$ cat src/hw/rtl/lgcm_pkg.sv
// ----------------------------------------------------------------------------
// lgcm_pkg: shared types and constants for the light gun calibrated mapper
// Field widths, screen limits, deadband and the structs between submodules.
// ----------------------------------------------------------------------------
`default_nettype none

package lgcm_pkg;

  localparam int RAW_W     = 12;   // raw sensor and calibration register width
  localparam int X_W       = 11;   // screen x width
  localparam int Y_W       = 10;   // screen y width
  localparam int Q_W       = 11;   // quotient width, covers both screen limits
  localparam int NUM_W     = Q_W + RAW_W;  // screen * offset
  localparam int CAL_REGS  = 8;
  localparam int CFG_IDX_W = 3;
  localparam int AXES      = 4;
  localparam int AXIS_W    = 2;

  localparam logic [Q_W-1:0] SCREEN_WIDTH  = 11'd1360;
  localparam logic [Q_W-1:0] SCREEN_HEIGHT = 11'd768;
  localparam logic [Q_W-1:0] DEADBAND      = 11'd5;

  // calibration register indexes within one gun's group of four
  localparam logic [1:0] CAL_LEFT   = 2'd0;
  localparam logic [1:0] CAL_TOP    = 2'd1;
  localparam logic [1:0] CAL_RIGHT  = 2'd2;
  localparam logic [1:0] CAL_BOTTOM = 2'd3;

  typedef struct packed {
    logic [NUM_W-1:0] num;
    logic [RAW_W-1:0] span;
  } lgcm_prep_t;

  typedef struct packed {
    logic busy;
    logic done;
  } lgcm_div_stat_t;

endpackage : lgcm_pkg

`default_nettype wire

$ cat src/hw/rtl/light_gun_calibrated_mapper_top.sv
// ----------------------------------------------------------------------------
// light_gun_calibrated_mapper_top: two-gun screen mapper
// Two-point calibration with clamp, integer scaling and deadband per axis,
// run axis by axis through one shared divider.
// ----------------------------------------------------------------------------
//  channel  signals                                   direction
//  in       in_valid, in_stall, gun*_raw_x/y          raw positions in
//  out      out_valid, out_stall, gun*_screen_x/y     shown positions out
//  cfg      cfg_we, cfg_index, cfg_data               calibration writes
//
//  The four axes are handled in turn: load (clamp, multiply), 11 divider
//  steps, then the deadband update; an uncalibrated gun skips the divider.
//  The block takes no new item until the last one is through: in_stall is
//  high from the transfer until the result is loaded into the output
//  register, which may wait on out_stall. Reset clears the calibration, the
//  shown values and the output valid.
// ----------------------------------------------------------------------------
`default_nettype none

module light_gun_calibrated_mapper_top (
  input  logic                            clk,
  input  logic                            rst,
  input  logic                            in_valid,
  output logic                            in_stall,
  input  logic [lgcm_pkg::RAW_W-1:0]      gun1_raw_x,
  input  logic [lgcm_pkg::RAW_W-1:0]      gun1_raw_y,
  input  logic [lgcm_pkg::RAW_W-1:0]      gun2_raw_x,
  input  logic [lgcm_pkg::RAW_W-1:0]      gun2_raw_y,
  output logic                            out_valid,
  input  logic                            out_stall,
  output logic [lgcm_pkg::X_W-1:0]        gun1_screen_x,
  output logic [lgcm_pkg::Y_W-1:0]        gun1_screen_y,
  output logic [lgcm_pkg::X_W-1:0]        gun2_screen_x,
  output logic [lgcm_pkg::Y_W-1:0]        gun2_screen_y,
  input  logic                            cfg_we,
  input  logic [lgcm_pkg::CFG_IDX_W-1:0]  cfg_index,
  input  logic [lgcm_pkg::RAW_W-1:0]      cfg_data
);
  import lgcm_pkg::*;

  typedef enum logic [4:0] {
    S_IDLE = 5'b00001,
    S_LOAD = 5'b00010,
    S_DIV  = 5'b00100,
    S_UPD  = 5'b01000,
    S_FIN  = 5'b10000
  } state_t;

  state_t state;
  state_t state_next;

  logic [RAW_W-1:0]  cal [CAL_REGS];
  logic [RAW_W-1:0]  raw [AXES];
  logic [AXIS_W-1:0] axis;
  logic [X_W-1:0]    shown_x1;
  logic [Y_W-1:0]    shown_y1;
  logic [X_W-1:0]    shown_x2;
  logic [Y_W-1:0]    shown_y2;

  logic              gun;
  logic              is_y;
  logic [RAW_W-1:0]  c_left;
  logic [RAW_W-1:0]  c_top;
  logic [RAW_W-1:0]  c_right;
  logic [RAW_W-1:0]  c_bottom;
  logic              calib;
  logic [RAW_W-1:0]  cur_raw;
  logic [Q_W-1:0]    screen;
  logic [Q_W-1:0]    value;
  logic [Q_W-1:0]    cur_shown;
  logic [Q_W-1:0]    delta;
  logic              upd_take;
  logic              div_start;
  logic              out_load;

  lgcm_prep_t        prep;
  lgcm_div_stat_t    div_stat;
  logic [Q_W-1:0]    quotient;

  assign gun      = axis[1];
  assign is_y     = axis[0];
  assign c_left   = cal[{gun, CAL_LEFT}];
  assign c_top    = cal[{gun, CAL_TOP}];
  assign c_right  = cal[{gun, CAL_RIGHT}];
  assign c_bottom = cal[{gun, CAL_BOTTOM}];
  assign calib    = (c_left != c_right) && (c_top != c_bottom);
  assign cur_raw  = raw[axis];
  assign screen   = is_y ? SCREEN_HEIGHT : SCREEN_WIDTH;

  lgcm_prep u_prep (
    .v    (cur_raw),
    .a    (is_y ? c_top : c_left),
    .b    (is_y ? c_bottom : c_right),
    .is_y (is_y),
    .prep (prep)
  );

  lgcm_div u_div (
    .clk      (clk),
    .rst      (rst),
    .start    (div_start),
    .prep     (prep),
    .quotient (quotient),
    .stat     (div_stat)
  );

  // value for the current axis and its deadband test
  always_comb begin
    if (calib) begin
      value = quotient;
    end else if (cur_raw > RAW_W'(screen)) begin
      value = screen;
    end else begin
      value = cur_raw[Q_W-1:0];
    end
    case (axis)
      2'd0:    cur_shown = shown_x1;
      2'd1:    cur_shown = Q_W'(shown_y1);
      2'd2:    cur_shown = shown_x2;
      default: cur_shown = Q_W'(shown_y2);
    endcase
    delta    = (cur_shown >= value) ? (cur_shown - value) : (value - cur_shown);
    upd_take = delta > DEADBAND;
  end

  assign in_stall  = (state != S_IDLE);
  assign div_start = (state == S_LOAD) && calib;
  assign out_load  = (state == S_FIN) && (!out_valid || !out_stall);

  always_comb begin
    state_next = state;
    unique case (state)
      S_IDLE: if (in_valid) state_next = S_LOAD;
      S_LOAD: state_next = calib ? S_DIV : S_UPD;
      S_DIV:  if (div_stat.done) state_next = S_UPD;
      S_UPD:  state_next = (axis == AXIS_W'(AXES - 1)) ? S_FIN : S_LOAD;
      S_FIN:  if (out_load) state_next = S_IDLE;
      default: state_next = S_IDLE;
    endcase
  end

  always_ff @(posedge clk) begin
    if (rst) begin
      state     <= S_IDLE;
      axis      <= '0;
      out_valid <= 1'b0;
      shown_x1  <= '0;
      shown_y1  <= '0;
      shown_x2  <= '0;
      shown_y2  <= '0;
      for (int i = 0; i < CAL_REGS; i++) begin
        cal[i] <= '0;
      end
    end else begin
      state <= state_next;
      if (cfg_we) begin
        cal[cfg_index] <= cfg_data;
      end
      if (state == S_IDLE) begin
        axis <= '0;
      end else if (state == S_UPD) begin
        axis <= axis + AXIS_W'(1);
        if (upd_take) begin
          case (axis)
            2'd0:    shown_x1 <= value;
            2'd1:    shown_y1 <= value[Y_W-1:0];
            2'd2:    shown_x2 <= value;
            default: shown_y2 <= value[Y_W-1:0];
          endcase
        end
      end
      if (out_load) begin
        out_valid <= 1'b1;
      end else if (!out_stall) begin
        out_valid <= 1'b0;
      end
    end
  end

  // payload registers
  always_ff @(posedge clk) begin
    if (in_valid && !in_stall) begin
      raw[0] <= gun1_raw_x;
      raw[1] <= gun1_raw_y;
      raw[2] <= gun2_raw_x;
      raw[3] <= gun2_raw_y;
    end
    if (out_load) begin
      gun1_screen_x <= shown_x1;
      gun1_screen_y <= shown_y1;
      gun2_screen_x <= shown_x2;
      gun2_screen_y <= shown_y2;
    end
  end

endmodule : light_gun_calibrated_mapper_top

`default_nettype wire

$ cat src/hw/rtl/lgcm_prep.sv
// ----------------------------------------------------------------------------
// lgcm_prep: axis clamp and scale front end
// Clamps one raw axis into its calibrated interval (either orientation) and
// forms the dividend screen*offset and the divisor span.
// ----------------------------------------------------------------------------
`default_nettype none

module lgcm_prep (
  input  logic [lgcm_pkg::RAW_W-1:0] v,
  input  logic [lgcm_pkg::RAW_W-1:0] a,
  input  logic [lgcm_pkg::RAW_W-1:0] b,
  input  logic                       is_y,
  output lgcm_pkg::lgcm_prep_t       prep
);
  import lgcm_pkg::*;

  logic [RAW_W-1:0] vc;
  logic [RAW_W-1:0] off;
  logic [RAW_W-1:0] span;
  logic [Q_W-1:0]   screen;

  always_comb begin
    if (a < b) begin
      vc   = (v < a) ? a : ((v > b) ? b : v);
      off  = vc - a;
      span = b - a;
    end else begin
      vc   = (v > a) ? a : ((v < b) ? b : v);
      off  = a - vc;
      span = a - b;
    end
    screen    = is_y ? SCREEN_HEIGHT : SCREEN_WIDTH;
    prep.num  = NUM_W'(screen) * NUM_W'(off);
    prep.span = span;
  end

endmodule : lgcm_prep

`default_nettype wire

$ cat src/hw/rtl/lgcm_div.sv
// ----------------------------------------------------------------------------
// lgcm_div: iterative restoring divider
// One quotient bit per cycle. The quotient is known to fit Q_W bits, so the
// upper dividend bits seed the remainder and only Q_W steps are run.
// ----------------------------------------------------------------------------
`default_nettype none

module lgcm_div (
  input  logic                       clk,
  input  logic                       rst,
  input  logic                       start,
  input  lgcm_pkg::lgcm_prep_t       prep,
  output logic [lgcm_pkg::Q_W-1:0]   quotient,
  output lgcm_pkg::lgcm_div_stat_t   stat
);
  import lgcm_pkg::*;

  logic [RAW_W-1:0] rem;
  logic [RAW_W-1:0] rem_next;
  logic [RAW_W-1:0] span;
  logic [Q_W-1:0]   q;
  logic [3:0]       cnt;
  logic [RAW_W:0]   shifted;
  logic [RAW_W-1:0] diff;
  logic             ge;

  // when ge holds the difference is below span, so the low bits are exact
  always_comb begin
    shifted  = {rem, q[Q_W-1]};
    ge       = shifted >= {1'b0, span};
    diff     = shifted[RAW_W-1:0] - span;
    rem_next = ge ? diff : shifted[RAW_W-1:0];
  end

  always_ff @(posedge clk) begin
    if (rst) begin
      stat.busy <= 1'b0;
      stat.done <= 1'b0;
      cnt       <= '0;
    end else if (start) begin
      stat.busy <= 1'b1;
      stat.done <= 1'b0;
      cnt       <= '0;
    end else if (stat.busy) begin
      cnt <= cnt + 4'd1;
      if (cnt == 4'(Q_W - 1)) begin
        stat.busy <= 1'b0;
        stat.done <= 1'b1;
      end
    end
  end

  always_ff @(posedge clk) begin
    if (start) begin
      rem  <= prep.num[NUM_W-1:Q_W];
      q    <= prep.num[Q_W-1:0];
      span <= prep.span;
    end else if (stat.busy) begin
      rem <= rem_next;
      q   <= {q[Q_W-2:0], ge};
    end
  end

  assign quotient = q;

endmodule : lgcm_div

`default_nettype wire
$ cat config.mk
export PLATFORM = sky130hd
export DESIGN_NAME = light_gun_calibrated_mapper_top
export DESIGN_NICKNAME = d
export VERILOG_FILES = /design/src/hw/rtl/lgcm_pkg.sv /design/src/hw/rtl/light_gun_calibrated_mapper_top.sv /design/src/hw/rtl/lgcm_prep.sv /design/src/hw/rtl/lgcm_div.sv
export SDC_FILE = /design/constraint.sdc
export NUM_CORES = 1
export LEC_CHECK = 0
export ABC_CLOCK_PERIOD_IN_PS = 22100
export BUFFER_PORTS_ARGS = -buffer_cell sky130_fd_sc_hd__buf_2
export CORE_UTILIZATION = 25
export CTS_BUF_LIST = sky130_fd_sc_hd__clkbuf_16
export CTS_CLUSTER_SIZE = 24
export DETAILED_ROUTE_END_ITERATION = 10
export PLACE_DENSITY_LB_ADDON = 0.3
export SLEW_MARGIN = 20
export SYNTH_ARGS = -nofsm -noshare
export SYNTH_HDL_FRONTEND = slang
export SYNTH_HIERARCHICAL = 1
export SYNTH_SLANG_ARGS = --single-unit
$ cat constraint.sdc
create_clock -name clk -period 22.1 [get_ports clk]
set_input_delay 2.21 -clock clk [delete_from_list [all_inputs] [get_ports clk]]
set_output_delay 2.21 -clock clk [all_outputs]
set_load 0.01 [all_outputs]
==> results.txt, run 1 <==
- Detailed routing placed a total of 26,000 um of wire on met2.
* # Max-Cap Violations: 0
* Placed Cells incl. Taps: 2,878
- The worst hold path terminates at gun1_screen_y[8].
- Average size of a mapped cell: 10.8 um^2
* Vias in the first global route: 13,900
- Clock slew seen by the registers of the worst setup and hold paths: 60 ps
- Cell depth of the worst hold path: 0
- DPL Wire Length: 42,100 um
- Setup violations remaining at the end of the flow were counted as 0.
- The number of slew-limit violations in the final report came to 0.
- STA classifies the critical path startpoint as a flip-flop.
- DR vias/cell: 4.68
- Counting I/O delays and the setup requirement, the final critical path takes 10,150 ps.
* Total clock buffers created by CTS: 31
- In this run, synthesis inferred 221 flip-flops with an integrated enable.
* Combined area of all synthesized cells: 19,400 um^2
- The initial antenna violation count was 1.
- The critical path is of the flip-flop to flip-flop type.
* Critical Path Slowest Stage Cell: o211ai_2
- In this run the tightest slew margin relative to its limit is 0.273.
- Port buffering added 111 buffers.
- The die covers 78,700 um^2.
* Clock tree from TritonCTS: done
* Setup TNS after final layout: 0 ps
- The total count of hold-check failures in the final report came to 0.
- After technology mapping, the gate count stands at 1,801.
- After detailed routing, the number of remaining DRC violations is 0.
- The first routing iteration left 808 violations.
* Buffers inserted during post-CTS setup optimization: 0
- The repair_antennas step left the layout with diodes totalling 0.
- After clock tree synthesis, the flow added hold-fix buffers numbering 0.
* Largest net degree at the start of global routing: 56
- Complex-gate fraction of the synthesized area: 0.109
* Synth warn: 6
* Routability congestion estimate from global placement: 0.892
- For the worst setup path, the data arrival time is 10,490 ps.
- Post-route fraction of the period consumed by the critical path: 0.459
* Highest metal layer with signal wires: met4
- Status: complete, no violations
- Clock latency on the worst-skew pair: 600 ps
- The number of gates resized after CTS was 0.
- Dividing the detail-routed wire length by the instance count gives 18.5 um.
* Adder-cell share of the synthesized area: 0.141
- Worst-Margin Slew: 1090 ps
- The first global-routing pass estimated 82,700 um of wire.
- With fillers left out, the area of the finished cells amounts to 22,000 um^2.
- CTS built an H-tree with a depth of 1.
- After the last flow step, the layout net total stands at 2,153.
- Detailed routing placed a total of 1910 um of wire on met3.
- End of the worst register-to-register path: u_div/rem[11]
* Number of optimization iterations in the first detailed-route pass: 7
- The final layout contains routed wiring with a total length of 54,200 um.
- The initial utilization of the core area, before any placement, comes to 0.254.
* Async set or reset register ratio after synthesis: 0
* Area after DPL: 21,000 um^2
- In the final layout, the share of cells above drive strength 1 is 0.159.
- Summed over all instances, the cell type with the most area after synthesis is edfxtp_1.
- Counting along the longest clock path gives a buffer depth of 3.
- Fill cells in the final layout number 7,982.
- In this run, synthesis produced a sequential element count of 279.
* Sink Count: 279
- The die is 281 um tall.
* Antenna viol nets, final: 0
- Of the post-synthesis cell area, the dominant cell type holds 0.342.
* Area grow syn2layout: 13.2%
* Required time of the critical path: 22,440 ps
* X dimension of the die: 281 um
- Reg-to-reg setup timing slack: 11,950 ps
* Fmax: 98.6 MHz
- Number of cell rows: 101
* Most common cell type on the critical path: ha_1
* Portion of the post-synthesis area used by sequential elements: 0.402
* Overflow after GRT: 0
* Ranking of synthesized cells by area: edfxtp_1, ha_1, dfxtp_1, mux4_2, mux2i_1
- Combinational family with the most area after synthesis: adder cells
- Depth of the worst register-to-register path: 33
- Worst Skew: 15.1 ps
- Vias post-DR: 13,700
* Biggest cell delay along the critical path: 870 ps
- After detailed routing, the wire length on met1 is 24,900 um.
- Total global routing track utilization: 0.136
- In this run the count of I/O pins placed on the die edge is 112.
* Leading register cell type out of synthesis: edfxtp_1
* Clock root buffer: clkbuf_16
- Post-synthesis share of cell area spent on xor and xnor gates: 0.0492
* Source of the worst hold timing path: shown_y1[8]
- The worst setup path is captured at a flip-flop.
- Library cells used by synthesis: 92
- The min-delay analysis places its worst path in the category flip-flop to flip-flop.
- Critical-path maximum fanout: 42
- Simple-gate share of the synthesized area: 0.140
- Setup repair after global routing left no endpoint under its margin.
- Post-route insts no fill: 2,935
* Share of synthesized area spent on multiplexers: 0.110
- The core region is 76,300 um^2.
critical path, delay by kind of cell (launching register included):
family	cells	cell delay (ps)
and+or+nand+nor	4	1310
muxes	3	1020
adders and majority gates	9	3030
DFF	1	310
xor gates and xnor gates	2	270
AOI/OAI and AO/OA	11	3210
buffers and inverters	4	700
cells in the mapped netlist (all sizes together), types with 3 or more instances:
cell / number
a2111oi: 3
a211oi: 11
a21boi: 9
a21o: 34
a21oi: 98
a221o: 7
a22oi: 13
a31oi: 10
a41oi: 4
and2: 106
and3: 5
buf: 37
clkbuf: 43
dfxtp: 58
edfxtp: 221
fa: 23
ha: 181
inv: 143
mux2: 38
mux2i: 85
mux4: 36
nand2: 98
nand2b: 62
nand3: 22
nand3b: 7
nand4: 17
nor2: 96
nor2b: 15
nor3: 27
nor3b: 7
nor4: 16
nor4b: 3
o211ai: 13
o21a: 7
o21ai: 63
o21bai: 9
o221ai: 3
o31a: 3
o31ai: 5
o41ai: 5
or2: 18
or3: 4
xnor2: 53
xor2: 56
metrics by stage:
step                      hold WS [ps]  setup slack, ps   util
after floorplan                    426            12880      -
after global placement             445            12090  0.275
after detailed placement           445            12010  0.275
after CTS                          461            11920  0.288
after global routing               481            11070  0.288
final                              464            11950  0.288
registers in the layout, summed over array words and instances, names as in the netlist, 12 cells and up, named ones only:
signal	count
u_div/rem	12
u_div/span	12
raw	48
cal	96
area by class of cell:
type | count | area (um^2) | area share
sequential | 279 | 7800 | 0.355
timing repair buffer | 124 | 653 | 0.0298
inverter | 143 | 537 | 0.0244
multi-input combinational | 1302 | 10700 | 0.487
clock buffer | 31 | 776 | 0.0353
clock inverter | 26 | 209 | 0.00952
tap | 1030 | 1290 | 0.0587
per-layer routing:
layer,vias to the layer above,track usage
li1,6642,-
met1,6775,0.179
met2,256,0.231
met3,76,0.0157
met4,0,0.0394
met5,-,0
worst max path at each step:
stage                     slack (ps)             to      start  cells after the start
after global routing           11070  u_div/rem[11]  flip-flop                     34
final                          11950  u_div/rem[11]  flip-flop                     33
after floorplan                12880  u_div/rem[11]  flip-flop                     42
after detailed placement       12010  u_div/rem[11]  flip-flop                     34
after global placement         12090  u_div/rem[11]  flip-flop                     34
after CTS                      11920  u_div/rem[11]  flip-flop                     34
kinds of logic after synthesis:
family | after synthesis
multiplexers | 159
AND/OR/NAND/NOR | 510
other | 1
adder cells (fa/ha/maj) | 204
XOR/XNOR | 109
AO/OA/AOI/OAI | 316
buffers and inverters | 223
flip-flops | 279
cell usage in the layout (no fill, tap or decap), types with 15 or more instances in the layout:
| cell type | count |
|---|---|
| a21o_1 | 34 |
| a21oi_1 | 91 |
| and2_1 | 104 |
| buf_2 | 111 |
| clkbuf_16 | 31 |
| dfxtp_1 | 56 |
| edfxtp_1 | 221 |
| fa_1 | 23 |
| ha_1 | 181 |
| inv_1 | 146 |
| mux2_2 | 35 |
| mux2i_1 | 77 |
| mux4_2 | 35 |
| nand2_1 | 98 |
| nand2b_1 | 61 |
| nand3_1 | 22 |
| nand4_1 | 17 |
| nor2_1 | 94 |
| nor3_1 | 26 |
| nor4_1 | 15 |
| o21ai_0 | 54 |
| xnor2_1 | 53 |
| xor2_1 | 56 |
Power of run 1 is left out: the tool's default activity adds up to more than one toggle a clock period on the data nets, which glitch-free logic cannot reach.
==> inputs of run 2 (changes only) <==
- ABC_AREA: not set -> 1
- ABC_CLOCK_PERIOD_IN_PS: 22100 -> 8300
- clock period: 22.1 -> 8.3 ns (I/O delays scaled with it)
==> run 2 against run 1 <==
  * Cell count increased by 27%
  * Maximum frequency increased by 29%
  * Synthesized cell count increased by 40%
  * Wire length increased by 7.2%
  * Non-clock buffer count increased by 57
  * Count of clock-buffer cells in the layout increased by 5
  * Utilization increased by 0.39 points
  * Critical path depth increased by 5
  * Sequential share of layout area decreased by 1.6 points
  * Die area increased by 2.6%
  * Register-to-register slack got worse by 12000 ps
  * Critical endpoint unchanged
==> results.txt, run 2 <==
* Status: complete, no violations
- Drt drc: 0 (unchanged)
- Counting flops per register, the top entry is cal.
- Sorting the synthesized cells by area gives the leading types as edfxtp_1, nand2_1, ha_1, inv_1, dfxtp_1.
- Worst Skew: 16.8 ps (+1.73 ps)
* Combinational family with the most area after synthesis: simple AND/OR/NAND/NOR gates
* Shortest clock period the worst path allows after layout: 7860 ps (-2290 ps)
- The fraction of post-synthesis cell area in the top cell type by area was 0.334 (-0.00859).
- Adder-cell share of the synthesized area: 0.137 (-0.00353)
* Final setup violation count: 0 (unchanged)
- Wire length of the first global-routing pass: 89,400 um (+8.0%)
- The share of post-route cells with drive strength above 1 came to 0.124 (-0.0349).
- Sink Count: 279 (unchanged)
- Post-route fraction of the period consumed by the critical path: 0.947 (+0.488)
- HP Class: flip-flop to flip-flop
- The number of vias per cell came to 4.40 (-6.0%).
* # Max-Cap Violations: 0 (unchanged)
* Total count of hold-check failures in the final report: 0 (unchanged)
- The via total after detailed routing came to 16,400 (+20%).
- The root buffer cell chosen for the clock tree is clkbuf_16.
- The H-tree depth came to 2 (+1).
- DPL Wire Length: 44,900 um (+6.5%)
- In the final layout, the registers with the most flip-flops are cal: 96 flops, raw: 48 flops.
- The antenna cell count was 0 (unchanged).
- The worst-case headroom to the max-slew limit is 0.266 (-0.00629).
- The post-synthesis xor/xnor area fraction came to 0.0233 (-0.0259).
- Number of nets in the final layout: 2,933 (+36%)
- Share of synthesized area spent on multiplexers: 0.00201 (-0.108)
- Synth warn: 6 (unchanged)
* Number of flip-flops under the largest register name: 96 (unchanged)
- Leading register cell type out of synthesis: edfxtp_1
- Critical Path Start Type: flip-flop
- The endpoint arrival time on the critical path was 8150 ps (-2340 ps).
- The number of slew-limit violations in the final report is 0 (unchanged).
- The number of I/O port buffers came to 111 (unchanged).
* Async set or reset register ratio after synthesis: 0 (unchanged)
- Routability congestion estimate from global placement: 0.957 (+7.2%)
- The worst setup path is captured at a flip-flop.
- The maximum fanout along the worst path came to 26 (-38%).
- Vias in the first global route: 15,600 (+12%)
- The area of all placed cells without fillers came to 23,000 um^2 (+4.7%).
* EDFF count, synth: 221 (unchanged)
- Die span in y: 284 um (+1.3%)
* Total of fill cells in the finished design: 8,534 (+6.9%)
- The number of buffers on the longest clock path is 3 (unchanged).
* Core region area: 78,900 um^2 (+3.3%)
- The mean instance size in the synthesized netlist was 7.88 um^2 (-27%).
- The die width was 284 um (+1.3%).
- Commonest cells after routing, fill and taps aside: nand2_1, inv_1, nor2_1
- Commonest cells in the synthesized netlist: nand2_1, inv_1, nor2_1, edfxtp_1, ha_1
- Routed length per instance: 15.5 um (-16%)
* Initial antenna violation count: 1 (unchanged)
- Number of I/O pins: 112 (unchanged)
* Clock slew seen by the registers of the worst setup and hold paths: 60 ps (about the same)
- Library cells used by synthesis: 56 (-39%)
* Area grow syn2layout: 15.6%
- Biggest cell delay along the critical path: 520 ps (-350 ps)
* Initial standard-cell utilization of the core: 0.252 (-0.00186)
- Number of cell rows: 103 (+2.0%)
- The worst setup path is of the flip-flop to flip-flop kind.
- Area after DPL: 21,800 um^2 (+4.0%)
- Total clock buffers created by CTS: 34 (+9.7%)
- The sequential area share after synthesis is 0.392 (-0.0101).
* Register bit count reported by yosys: 279 (unchanged)
* Required time of the critical path: 8590 ps (-13,850 ps)
- Full die area: 80,700 um^2 (+2.6%)
- The instance count of the mapped netlist came to 2,525 (+40%).
- The netlist area before placement was 19,900 um^2 (+2.6%).
- For this design, the slowest cell found on the critical path is fa_1.
* Overflow after GRT: 0 (unchanged)
* DRC violation total after the first TritonRoute iteration: 1,010 (+25%)
- The clock insertion delay at the later pin of the skew report was 550 ps (-50 ps).
- Top-count cell post-synth: nand2_1
- Clock tree from TritonCTS: done
- Total global routing track utilization: 0.141 (+0.00583)
* Worst-Margin Slew: 1100 ps (+10.8 ps)
- Largest net degree at the start of global routing: 55 (-1.8%)
- Leaving out fill and tap cells, the most frequent cell in the layout is nand2_1.
- Final Hold Slack: 427 ps (-36.7 ps)
- Fmax: 127 MHz (+29%)
* Family with the most delay on the worst path: adder cells
* Complex-gate fraction of the synthesized area: 0.0931 (-0.0157)
* Drt total wl: 58,000 um (+7.2%)
- The simple-gate area share of the yosys netlist was 0.258 (+0.118).
* Library cell occupying the most area in the post-synthesis netlist: edfxtp_1
- Number of optimization iterations in the first detailed-route pass: 5 (-2)
* Worst path buffer plus inverter count: 8 (+4)
* Antenna viol nets, final: 0 (unchanged)
## run 2: worst register-to-register path: cells and delay by family (launching register included)
family / cells / cell delay, ps
adder cells (fa/ha/maj): 8 / 2870
flip-flops: 1 / 470
AO/OA/AOI/OAI: 9 / 1620
multiplexers: 1 / 110
XOR/XNOR: 2 / 320
buffers and inverters: 8 / 850
AND/OR/NAND/NOR: 10 / 1370
## run 2: cell families after synthesis
group	after synthesis
and+or+nand+nor	1221
buffers and inverters	445
AOI/OAI and AO/OA	318
DFF	279
adders and majority gates	204
xor gates and xnor gates	53
muxes	4
other	1
## run 2: final timing paths
check,from,slack (ps),endpoint,depth (start not counted)
hold / removal,shown_x2[6],430,gun2_screen_x[6],0
hold reg to reg,shown_x2[6],430,gun2_screen_x[6],0
setup reg to reg,flip-flop,440,u_div/rem[11],38
setup / recovery,flip-flop,440,u_div/rem[11],38
## run 2: cell type report
cell class / instances / area [um^2] / share of cell area
clock buffers: 36 / 901 / 0.0392
clock inverters: 25 / 161 / 0.00702
inverters: 360 / 1380 / 0.0600
multi-input cells: 1804 / 10300 / 0.448
flip-flops and latches: 279 / 7800 / 0.340
well taps: 1050 / 1310 / 0.0571
repair buffers: 181 / 1120 / 0.0487
repair inverters: 1 / 11.3 / 0.000490
## run 2: what timing repair did
item                                    in CTS  in global routing
hold buffers                                 0                  0
pin swaps                                    0                  2
resized for setup                            3                 33
endpoints found under the setup margin       5                 10
setup buffers                                0                  4
cloned                                       0                  1
## run 2: metrics by stage
step	worst slack (ps)	setup TNS (ps)	utilization	std cells
6_report	443	0	0.291	3736
4_1_cts	12.3	0	0.290	3731
2_1_floorplan	623	0	-	2528
3_5_place_dp	-120	-356	0.276	3670
3_3_place_gp	-90.3	-256	0.276	3670
5_1_grt	-49.1	-96.7	0.291	3736
## run 2: layer usage
metal,track usage,part of all wire,vias to the layer above
li1,-,-,8481
met1,0.181,0.45,7598
met2,0.249,0.49,298
met3,0.0184,0.038,68
met4,0.0374,0.022,2
met5,0,0.00012,-
Power of run 2 is left out for the same reason.
